$ cat config.mk
export PLATFORM = sky130hd
export DESIGN_NAME = pulse_wave_channel_with_sweep_unit
export DESIGN_NICKNAME = d
export VERILOG_FILES = /design/src/hw/rtl/pwcs_pkg.sv /design/src/hw/rtl/pwcs_core.sv /design/src/hw/rtl/pulse_wave_channel_with_sweep_unit.sv
export SDC_FILE = /design/constraint.sdc
export NUM_CORES = 1
export LEC_CHECK = 0
export BUFFER_PORTS_ARGS = -buffer_cell sky130_fd_sc_hd__buf_2
export CAP_MARGIN = 20
export CORE_UTILIZATION = 62
export CTS_CLUSTER_SIZE = 12
export DETAILED_ROUTE_END_ITERATION = 8
export HOLD_SLACK_MARGIN = 0.06
export PLACE_DENSITY = 0.84
export SYNTH_ARGS = -nofsm -noshare
export SYNTH_HDL_FRONTEND = slang
export SYNTH_SLANG_ARGS = --single-unit
$ cat constraint.sdc
create_clock -name clk -period 7.4 [get_ports clk]
set_input_delay 0.37 -clock clk [delete_from_list [all_inputs] [get_ports clk]]
set_output_delay 0.37 -clock clk [all_outputs]
set_load 0.005 [all_outputs]
$ cat src/hw/rtl/pwcs_pkg.sv
// Package for the pulse tone channel: request codes, register addresses,
// the channel state record and the constant tables (length load, duty).
// Depends on nothing; used by pwcs_core and the top level.
package pwcs_pkg;

  // Kinds of request the channel takes.
  typedef enum logic [1:0] {
    OP_WRITE   = 2'd0,
    OP_TICK    = 2'd1,
    OP_QUARTER = 2'd2,
    OP_HALF    = 2'd3
  } op_t;

  // Register addresses for a write request.
  localparam logic [2:0] REG_ENV_DUTY = 3'd0;
  localparam logic [2:0] REG_SWEEP    = 3'd1;
  localparam logic [2:0] REG_PER_LO   = 3'd2;
  localparam logic [2:0] REG_PER_HI   = 3'd3;
  localparam logic [2:0] REG_ENABLE   = 3'd4;

  // Smallest period that still sounds.
  localparam logic [10:0] MIN_PERIOD = 11'd8;

  // Everything the channel remembers between requests.
  typedef struct packed {
    logic [3:0]        volume_setting;
    logic              constant_volume_flag;
    logic              loop_halt_flag;
    logic [1:0]        duty_select;
    logic [2:0]        sweep_reload;
    logic              sweep_decrease;
    logic [2:0]        sweep_shift;
    logic              sweep_enable;
    logic [10:0]       tone_period;
    logic [3:0]        current_volume;
    logic [3:0]        step_index;
    logic [7:0]        length_count;
    logic [4:0]        envelope_divider;
    logic [3:0]        envelope_level;
    logic [3:0]        sweep_divider;
    logic              channel_enabled;
    logic              channel_active;
    logic [11:0]       period_countdown;
    logic signed [6:0] output_level;
  } pwcs_state_t;

  // State after reset: all clear except the three dividers, which start at one.
  function automatic pwcs_state_t reset_state();
    pwcs_state_t s;
    begin
      s                  = '0;
      s.envelope_divider = 5'd1;
      s.sweep_divider    = 4'd1;
      s.period_countdown = 12'd1;
      return s;
    end
  endfunction

  // Length counter load values, indexed by the top five bits of the period high write.
  function automatic logic [7:0] length_lookup(input logic [4:0] idx);
    logic [7:0] val;
    begin
      case (idx)
        5'd0:  val = 8'h0A;  5'd1:  val = 8'hFE;  5'd2:  val = 8'h14;  5'd3:  val = 8'h02;
        5'd4:  val = 8'h28;  5'd5:  val = 8'h04;  5'd6:  val = 8'h50;  5'd7:  val = 8'h06;
        5'd8:  val = 8'hA0;  5'd9:  val = 8'h08;  5'd10: val = 8'h3C;  5'd11: val = 8'h0A;
        5'd12: val = 8'h0E;  5'd13: val = 8'h0C;  5'd14: val = 8'h1A;  5'd15: val = 8'h0E;
        5'd16: val = 8'h0C;  5'd17: val = 8'h10;  5'd18: val = 8'h18;  5'd19: val = 8'h12;
        5'd20: val = 8'h30;  5'd21: val = 8'h14;  5'd22: val = 8'h60;  5'd23: val = 8'h16;
        5'd24: val = 8'hC0;  5'd25: val = 8'h18;  5'd26: val = 8'h48;  5'd27: val = 8'h1A;
        5'd28: val = 8'h10;  5'd29: val = 8'h1C;  5'd30: val = 8'h20;  5'd31: val = 8'h1E;
        default: val = 8'h00;
      endcase
      return val;
    end
  endfunction

  // Number of high steps out of sixteen for each duty setting.
  function automatic logic [3:0] duty_high_steps(input logic [1:0] duty);
    logic [3:0] val;
    begin
      case (duty)
        2'd0:    val = 4'd2;
        2'd1:    val = 4'd4;
        2'd2:    val = 4'd8;
        2'd3:    val = 4'd12;
        default: val = 4'd2;
      endcase
      return val;
    end
  endfunction

  // Output level: plus or minus four times the volume, by duty position.
  function automatic logic signed [6:0] wave_level(input logic [3:0] step,
                                                   input logic [1:0] duty,
                                                   input logic [3:0] vol);
    logic [6:0] mag;
    begin
      mag = {1'b0, vol, 2'b00};
      return (step < duty_high_steps(duty)) ? $signed(mag) : $signed(7'(-mag));
    end
  endfunction

endpackage

$ cat src/hw/rtl/pwcs_core.sv
// Channel state and its combinational update for one accepted request.
// Depends on pwcs_pkg for the state record, codes and tables.
// Gives the level and active flag that hold after the request.
module pwcs_core
  import pwcs_pkg::*;
(
  input  logic              clk,
  input  logic              rst,
  input  logic              accept,
  input  logic [1:0]        operation,
  input  logic [2:0]        reg_index,
  input  logic [7:0]        write_data,
  input  logic              negate_twos,
  output logic signed [6:0] level_next,
  output logic              active_next
);

  pwcs_state_t st;
  pwcs_state_t st_next;

  // Next state for the request, followed by the activity check where it applies.
  always_comb begin
    logic        chk;
    logic [11:0] cd;
    logic [4:0]  ed;
    logic [3:0]  sd;
    logic [10:0] delta;
    logic [11:0] sum;
    logic        per_ok;
    st_next = st;
    chk     = 1'b0;
    cd      = st.period_countdown - 12'd1;
    ed      = st.envelope_divider - 5'd1;
    sd      = st.sweep_divider - 4'd1;
    delta   = st.tone_period >> st.sweep_shift;
    if (accept) begin
      case (op_t'(operation))
        OP_WRITE: begin
          chk = 1'b1;
          case (reg_index)
            REG_ENV_DUTY: begin
              st_next.volume_setting       = write_data[3:0];
              st_next.envelope_divider     = {1'b0, write_data[3:0]} + 5'd1;
              st_next.constant_volume_flag = write_data[4];
              st_next.loop_halt_flag       = write_data[5];
              st_next.duty_select          = write_data[7:6];
              st_next.current_volume       = write_data[4] ? write_data[3:0]
                                                           : st.envelope_level;
            end
            REG_SWEEP: begin
              st_next.sweep_shift    = write_data[2:0];
              st_next.sweep_decrease = write_data[3];
              st_next.sweep_reload   = write_data[6:4];
              st_next.sweep_enable   = write_data[7];
            end
            REG_PER_LO: begin
              st_next.tone_period = {st.tone_period[10:8], write_data};
            end
            REG_PER_HI: begin
              st_next.tone_period = {write_data[2:0], st.tone_period[7:0]};
              if (st.channel_enabled) begin
                st_next.length_count = length_lookup(write_data[7:3]);
              end
              st_next.envelope_level = 4'hF;
              st_next.step_index     = 4'd0;
            end
            REG_ENABLE: begin
              st_next.channel_enabled = |write_data;
              if (write_data == 8'd0) begin
                st_next.length_count = 8'd0;
              end
            end
            default: begin
            end
          endcase
        end
        OP_TICK: begin
          // The countdown reloads at zero and steps the duty sequencer.
          if (st.channel_active) begin
            if (cd == 12'd0) begin
              st_next.period_countdown = {1'b0, st.tone_period} + 12'd1;
              st_next.step_index       = st.step_index + 4'd1;
              st_next.output_level     = wave_level(st.step_index + 4'd1,
                                                    st.duty_select, st.current_volume);
            end else begin
              st_next.period_countdown = cd;
            end
          end
        end
        OP_QUARTER: begin
          // Envelope divider; on expiry the level decays or loops.
          if (st.channel_active) begin
            if (ed == 5'd0) begin
              st_next.envelope_divider = {1'b0, st.volume_setting} + 5'd1;
              if (st.envelope_level != 4'd0) begin
                st_next.envelope_level = st.envelope_level - 4'd1;
              end else begin
                st_next.envelope_level = st.loop_halt_flag ? 4'hF : 4'd0;
              end
              st_next.current_volume = st.constant_volume_flag ? st.volume_setting
                                                               : st_next.envelope_level;
            end else begin
              st_next.envelope_divider = ed;
            end
          end
        end
        OP_HALF: begin
          chk = 1'b1;
          // Sweep divider; on expiry the period moves by the shifted amount.
          if (st.channel_active && st.sweep_enable) begin
            if (sd == 4'd0) begin
              st_next.sweep_divider = {1'b0, st.sweep_reload} + 4'd1;
              if (st.sweep_shift != 3'd0) begin
                if (!st.sweep_decrease) begin
                  st_next.tone_period = st.tone_period + delta;
                end else begin
                  st_next.tone_period = st.tone_period - delta - {10'd0, ~negate_twos};
                end
              end
            end else begin
              st_next.sweep_divider = sd;
            end
          end
          // Length counter runs down unless halted.
          if (st.channel_active && !st.loop_halt_flag && st.length_count != 8'd0) begin
            st_next.length_count = st.length_count - 8'd1;
          end
        end
        default: begin
        end
      endcase
    end
    // Activity check on the updated period, enable and length.
    sum    = {1'b0, st_next.tone_period} + {1'b0, st_next.tone_period >> st_next.sweep_shift};
    per_ok = (st_next.tone_period >= MIN_PERIOD) && (st_next.sweep_decrease || !sum[11]);
    if (chk) begin
      st_next.channel_active = per_ok && st_next.channel_enabled
                               && (st_next.length_count != 8'd0);
      st_next.output_level   = st_next.channel_active
                               ? wave_level(st_next.step_index, st_next.duty_select,
                                            st_next.current_volume)
                               : 7'sd0;
    end
  end

  // State register.
  always_ff @(posedge clk) begin
    if (rst) begin
      st <= reset_state();
    end else begin
      st <= st_next;
    end
  end

  assign level_next  = st_next.output_level;
  assign active_next = st_next.channel_active;

endmodule

$ cat src/hw/rtl/pulse_wave_channel_with_sweep_unit.sv
// Top level of the pulse tone channel: request handshake, sweep negation
// register and a two-entry result buffer around pwcs_core.
// Depends on pwcs_pkg and pwcs_core.

// The channel takes one request (register write, timer tick, quarter-frame or
// half-frame clock) in every cycle in which in_stall is low and returns exactly
// one result for each from a registered output: the signed output level and the
// active flag as they stand after that request. The whole channel update is
// combinational between the state registers and a result register;
// a second result slot absorbs a stall on the output, and in_stall rises only
// while both slots are full. The sweep negation mode (ones' or two's
// complement) is set through the configuration write port; the user must write
// it only while the channel is idle, which the block itself does not enforce.
module pulse_wave_channel_with_sweep_unit
  import pwcs_pkg::*;
(
  input  logic              clk,
  input  logic              rst,
  input  logic              cfg_write_enable,
  input  logic              cfg_write_data,
  input  logic              in_valid,
  output logic              in_stall,
  input  logic [1:0]        operation,
  input  logic [2:0]        reg_index,
  input  logic [7:0]        write_data,
  output logic              out_valid,
  input  logic              out_stall,
  output logic signed [6:0] level,
  output logic              active
);

  logic              sweep_negate_twos;
  logic              in_accept;
  logic              out_take;
  logic signed [6:0] level_next;
  logic              active_next;
  logic              skid_valid;
  logic signed [6:0] skid_level;
  logic              skid_active;

  assign in_stall  = skid_valid;
  assign in_accept = in_valid && !skid_valid;
  assign out_take  = out_valid && !out_stall;

  // Configuration register.
  always_ff @(posedge clk) begin
    if (rst) begin
      sweep_negate_twos <= 1'b0;
    end else if (cfg_write_enable) begin
      sweep_negate_twos <= cfg_write_data;
    end
  end

  pwcs_core u_core (
    .clk         (clk),
    .rst         (rst),
    .accept      (in_accept),
    .operation   (operation),
    .reg_index   (reg_index),
    .write_data  (write_data),
    .negate_twos (sweep_negate_twos),
    .level_next  (level_next),
    .active_next (active_next)
  );

  // Result register with a skid slot behind it.
  always_ff @(posedge clk) begin
    if (rst) begin
      out_valid  <= 1'b0;
      skid_valid <= 1'b0;
    end else if (out_take || !out_valid) begin
      if (skid_valid) begin
        out_valid  <= 1'b1;
        skid_valid <= 1'b0;
      end else begin
        out_valid <= in_accept;
      end
    end else if (in_accept) begin
      skid_valid <= 1'b1;
    end
  end

  // Result payload follows the same choice as the valid bits.
  always_ff @(posedge clk) begin
    if (out_take || !out_valid) begin
      if (skid_valid) begin
        level  <= skid_level;
        active <= skid_active;
      end else if (in_accept) begin
        level  <= level_next;
        active <= active_next;
      end
    end else if (in_accept) begin
      skid_level  <= level_next;
      skid_active <= active_next;
    end
  end

endmodule

# --- Yosys cells after proc, flatten, opt, wreduce, memory -nomap -nowiden ---
# Memories as Yosys holds them, arrays and structs flattened.
# Index checks and enable logic that the tools add are counted.
classes:
  eq_ne: 17
  n_bitwise: 2
  n_mux: 62
  shift: 2
  magnitude_cmp: 3
  n_reduce_logical: 40
  addsub: 16
op_table:
  columns: ["cell", "n"]
  rows:
  - ["2-to-1 mux 4 bit", 20]
  - ["2-to-1 mux 7 bit", 10]
  - ["2-to-1 mux 51 bit", 1]
  - ["2-to-1 mux 11 bit", 4]
  - ["one-hot mux 11 bit (2 select lines)", 2]
  - ["2-to-1 mux 8 bit", 4]
  - ["one-hot mux 4 bit (4 select lines)", 2]
  - ["one-hot mux 8 bit (2 select lines)", 2]
  - ["right shift 11 x 3 -> 11 bit", 2]
  - ["one-hot mux 9 bit (2 select lines)", 1]
  - ["one-hot mux 4 bit (2 select lines)", 2]
  - ["nonzero test 8 bit", 2]
  - ["negator 6 -> 7 bit", 2]
  - ["adder 11 x 1 -> 12 bit, second input constant", 1]
  - ["adder 11 x 11 -> 12 bit", 1]
  - ["== test 2 bit, second input constant", 6]
  - ["zero test 12 bit", 1]
  - ["2-to-1 mux 12 bit", 1]
  - ["AND reduction 3 bit", 4]
  - ["subtractor 12 x 1 -> 12 bit, second input constant", 1]
  - ["adder 11 bit", 1]
  - [">= comparator 11 x 4 -> 1 bit, second input constant", 1]
  - ["subtractor 11 x 1 -> 11 bit", 1]
  - ["subtractor 11 bit", 1]
  - ["other kinds (35)", 69]
word_totals:
  elab_cells: 169
  rom_bits: 224
  inputBits: 19
  ff_bits: 96
  n_memories: 1
mem_list:
  columns: ["name", "depth", "width", "rd", "rd_ports_with_merged_regs", "wr", "line", "text"]
  rows:
  - ["(name not given)", 32, 7, 1, 0, 0, "pwcs_pkg.sv:63", "case (idx)"]

# --- Depth between registers and ports, before layout ---
logic_depth:
  word_depth: 20
  depth_mapped: 32
  depth_no_buf: 30

# --- By module ---
# Synthesis repeated with hierarchy kept, for this count alone.
unflattened:
  hier_cells: 1063
  area_unflattened_um2: 8192.9
by_module_without_submodules:
  columns: ["module", "cells_per_inst", "area_per_inst_um2", "seq_area_each_um2", "n_inst"]
  rows:
  - ["pwcs_core", 1026, 7457.2, 1541.5, 1]
  - ["pulse_wave_channel_with_sweep_unit", 37, 735.7, 540.5, 1]

# --- Worst setup path after synthesis ---
# OpenSTA, ideal clock, no wires.
synth_path:
  path_type: "register -> register"
  from: "reg u_core.st[63] (netlist bit)"
  to: "reg skid_level[4] (data pin)"
  setup_slack_ps: 1171
  t_arrival_ps: 6075
  stages_incl_launch_ff: 33
  n_path_buf: 3
  period_less_slack_ps: 6229
  cell_sequence: "dfxtp_1 clkbuf_1 clkbuf_1 o21ai_0 a21boi_0 nand2_1 o21ai_0 ha_1 inv_1 ha_1 o21a_1 nor2_1 or4b_2 nand4_1 o211ai_1 a31oi_1 inv_1 mux2i_1 nor2_1 a31oi_1 a21oi_1 ha_1 a21o_1 a21o_1 a211oi_1 o21ai_0 a21o_1 a211oi_1 o41ai_1 a41o_1 or2_1 buf_6 o22ai_1"
synth_rtl:
  columns: ["element", "line", "text"]
  rows:
  - ["from (decl)", "pwcs_core.sv:18", "pwcs_state_t st;"]
  - ["from (signal assigned)", "pwcs_core.sv:149", "st <= reset_state();"]
  - ["from (signal assigned)", "pwcs_core.sv:151", "st <= st_next;"]
  - ["to (signal assigned)", "pulse_wave_channel_with_sweep_unit.sv:94", "skid_level <= level_next;"]
  - ["to (decl)", "pulse_wave_channel_with_sweep_unit.sv:38", "logic signed [6:0] skid_level;"]

==> impl_metrics.toml <==
[timing]
slew_headroom = 0.3064
maxSlewViolCount = 0
fmax_ghz = 0.1451
fin_skew_ns = 0.007648
final.min_clock_period_ns = 6.893
rsz0062_at_grt = "false"
fin_crit_sh = 0.9315
setup_violations = 0
fin_setup_tns_ns = 0
hold_viol_final = 0
tightest_slew_ns = 1.011

[layout]
final_area_um2 = 8851
ff_latch_area_um2 = 2082
multi_input_area_um2 = 5727
antenna-diode-count = 0
final_cell_mix = "122 x nor2_1, 90 x nand2_1, 89 x a21oi_1"
nFillCells = 1073
drive_above_1_share = 0.08111
layout_commonest_cell = "nor2_1"
layout.nets = 1171
area_growth_pct = 6.520

[setup_path]
crit_slowest_cell = "or4b_2"
cpPeakStageDelay_ns = 0.69
critPathRequiredTime_ns = 7.65
worstRegToRegCells = 26
path_buf_inv = 2
r2r_end = "u_core.st[4]"
r2r-start = "u_core.st[63]"
critPathLaunchType = "flip-flop"
crit_family = "compound AO/OA/AOI/OAI gates"
critPathKind = "flip-flop to flip-flop"
ff2ff_setup_slack_ns = 0.51
crit_cells = 26
crit_top_cell = "a21o_1"
path_max_fanout = 12
crit_path_end_kind = "flip-flop"
worstPathArrival_ns = 7.14

[logic_synthesis]
yosysWarnings = 0
synth-simple-area-share = 0.2335
synth_top_family_by_area = "compound AO/OA/AOI/OAI gates"
netlist_area_um2 = 8309
synth_nets = 1175
yosys_most_used_dff = "dfxtp_1"
ys_seq_elements = 96
synth_seq_area_share = 0.2506
synth-compound-area-share = 0.2438
synth_cell_types = 78
async_flop_share = 0
synth.area.mux_share = 0.05918
synth_top_area_frac = 0.1927
syn_inst = 1084
ys_top_cells_by_area = "dfxtp_1 19%, ha_1 10%, edfxtp_1 5.8%"
synth.avg_cell_area_um2 = 7.665
synth-xor-area-share = 0.04005
synth_adder_area_share = 0.1111
synth_edf_count = 16
synth_top_area_cell = "dfxtp_1"

[floorplan]
die_h_um = 117.8
design.portCount = 29
dieWidth_um = 117.8
start_util = 0.6479
core_um2 = 12820
rows = 41
die-area_um2 = 13870

[cts]
clk_path_buf_depth = 2
cts_buffers = 9
clk_pin_slew_ns = 0.07
clk_latency_ns = 0.36
clock-sinks = 96
cts_max_level = 3
cts_tree = "yes"
ctsRootBufferMaster = "clkbuf_16"
postCtsSetupRepairBufs = 0

[place]
place_congestion = 0.9674
place_hpwl_um = 16300
io_buffers = 28
placed_cell_area_um2 = 8531

[drt]
viasPerCell = 6.566
wl_per_cell_um = 17.75
antenna_left = 0
vias = 8254
drt_drc_violations_left = 0
drt_iter0_drc = 886
firstDrtPassIters = 6
routed_wl_um = 22310

[min_path]
hold_end = "sweep_negate_twos"
holdPathStages = 3
min_from = "cfg_write_data"
hold_class = "input pin to flip-flop"

[power_and_ir_drop]
p_switching_w = 0.0003200
vdd_drop_max_uv = 167.4
p_per_area_nw_per_um2 = 132.8
seq_power_share = 0.464
combinationalPowerShare = 0.126
power_leakage_nw = 3.699
internal_power_w = 0.0008552
pwr-share-clk = 0.410
p_sw_frac = 0.2723

[job]
drv_cap = 0

[status]
status = "complete, no violations"

[global_route]
grt_pass1_wl_um = 36290
grt_overflow_total = 0
grt_pass1_vias = 7282
antenna_found_initial = 0
track_usage = 0.3224
grt_start_max_net_pins = 82
sequential cells by signal, indices dropped and copies added, names as in the netlist:
register and count:
active 1, level 7, in_stall 1, sweep_negate_twos 1, skid_active 1, skid_level 7
out_valid 1, u_core.st 77
cell type report:
type                       count  share of cell area
clock buffer                   9             0.02545
multi-input combinational    854              0.6470
tap                          172             0.02431
inverter                      79             0.03350
timing repair buffer          40             0.02573
clock inverter                 7            0.008764
sequential                    96              0.2352
per-layer routing:
layer  vias to the layer above  routed length (um)  GRT usage
met5                         -                   0          0
met4                         0                 747     0.1282
met3                        63                1917    0.05087
met2                       440               10140     0.5151
met1                      3818                9502     0.4337
li1                       3933                   -          -
worst register-to-register path: stages (launching register included):
cell and delay [ns]:
dfxtp_1 0.50, buf_4 0.24, mux4_2 0.50, o21ai_0 0.52, fa_1 0.30, nand2b_1 0.20, a2111oi_4 0.11, or4b_2 0.69
nand4_1 0.12, o211ai_1 0.12, a31oi_1 0.31, inv_1 0.11, mux2i_1 0.17, nor2_1 0.06, a31oi_1 0.21, a21oi_1 0.11
ha_1 0.30, a21o_1 0.16, a21o_1 0.16, a211oi_1 0.22, o21ai_0 0.14, a21o_1 0.20, a211oi_1 0.22, o41ai_1 0.11
a41o_1 0.26, or2_1 0.42, o32ai_1 0.36
synth_stat cells, types with 5 or more instances:
cell,count
a211o_1,9
a211oi_1,16
a21o_1,15
a21oi_1,89
a221oi_1,6
a22o_1,7
a311oi_1,7
a31oi_1,9
and3_1,6
clkbuf_1,50
dfxtp_1,80
edfxtp_1,16
ha_1,69
inv_1,77
mux2_2,8
mux2i_1,30
nand2_1,90
nand2b_1,19
nand3_1,49
nand4_1,9
nor2_1,122
nor2b_1,18
nor3_1,32
nor3b_1,5
nor4_1,9
o211ai_1,10
o21ai_0,50
o21ai_1,5
o311ai_0,6
o31a_1,6
o31ai_1,11
or3_1,8
or4_1,7
xnor2_1,20
xor2_1,18
power by group through the flow:
stage	clock [W]	sequential, W	combinational, W
final	0.000482	0.000545	0.000148
after global routing	0.000503	0.000546	0.000161
after CTS	0.000488	0.000545	0.000144
after detailed placement	0	0.000557	0.000143
after global placement	0	0.000557	0.000140
after floorplan	0	0.000554	0.000103
stage by stage:
stage / total power (W) / utilization / hold slack (ns) / instances / setup slack (ns)
4_1_cts: 0.001177 / 0.6888 / 0.2479 / 1256 / 0.5100
2_1_floorplan: 0.0006571 / - / 0.4467 / 1084 / 1.171
5_1_grt: 0.001210 / 0.6901 / 0.2557 / 1257 / 0.02677
3_3_place_gp: 0.0006969 / 0.6652 / 0.4712 / 1240 / 0.7665
3_5_place_dp: 0.0006994 / 0.6652 / 0.4722 / 1240 / 0.5371
6_report: 0.001175 / 0.6901 / 0.2608 / 1257 / 0.5072
cells by family after synthesis:
kind of cell / Yosys count
buffers and inverters: 134
XOR/XNOR: 38
adder cells (fa/ha/maj): 72
multiplexers: 43
AND/OR/NAND/NOR: 400
AO/OA/AOI/OAI: 301
flip-flops: 96
how the worst max path moves through the flow:
stage          slack (ns)       endpoint          start
2_1_floorplan        1.17  skid_level[4]  u_core.st[63]
3_3_place_gp         0.77   u_core.st[4]  u_core.st[63]
3_5_place_dp         0.54   u_core.st[4]  u_core.st[63]
4_1_cts              0.51   u_core.st[4]  u_core.st[63]
5_1_grt              0.03   u_core.st[4]  u_core.st[63]
6_report             0.51   u_core.st[4]  u_core.st[63]
timing repair:
item,in CTS,in global routing
gates resized for setup,0,1
endpoints found under the setup margin,0,5
hold buffers,0,0
Power figures use the tool's default switching activity.
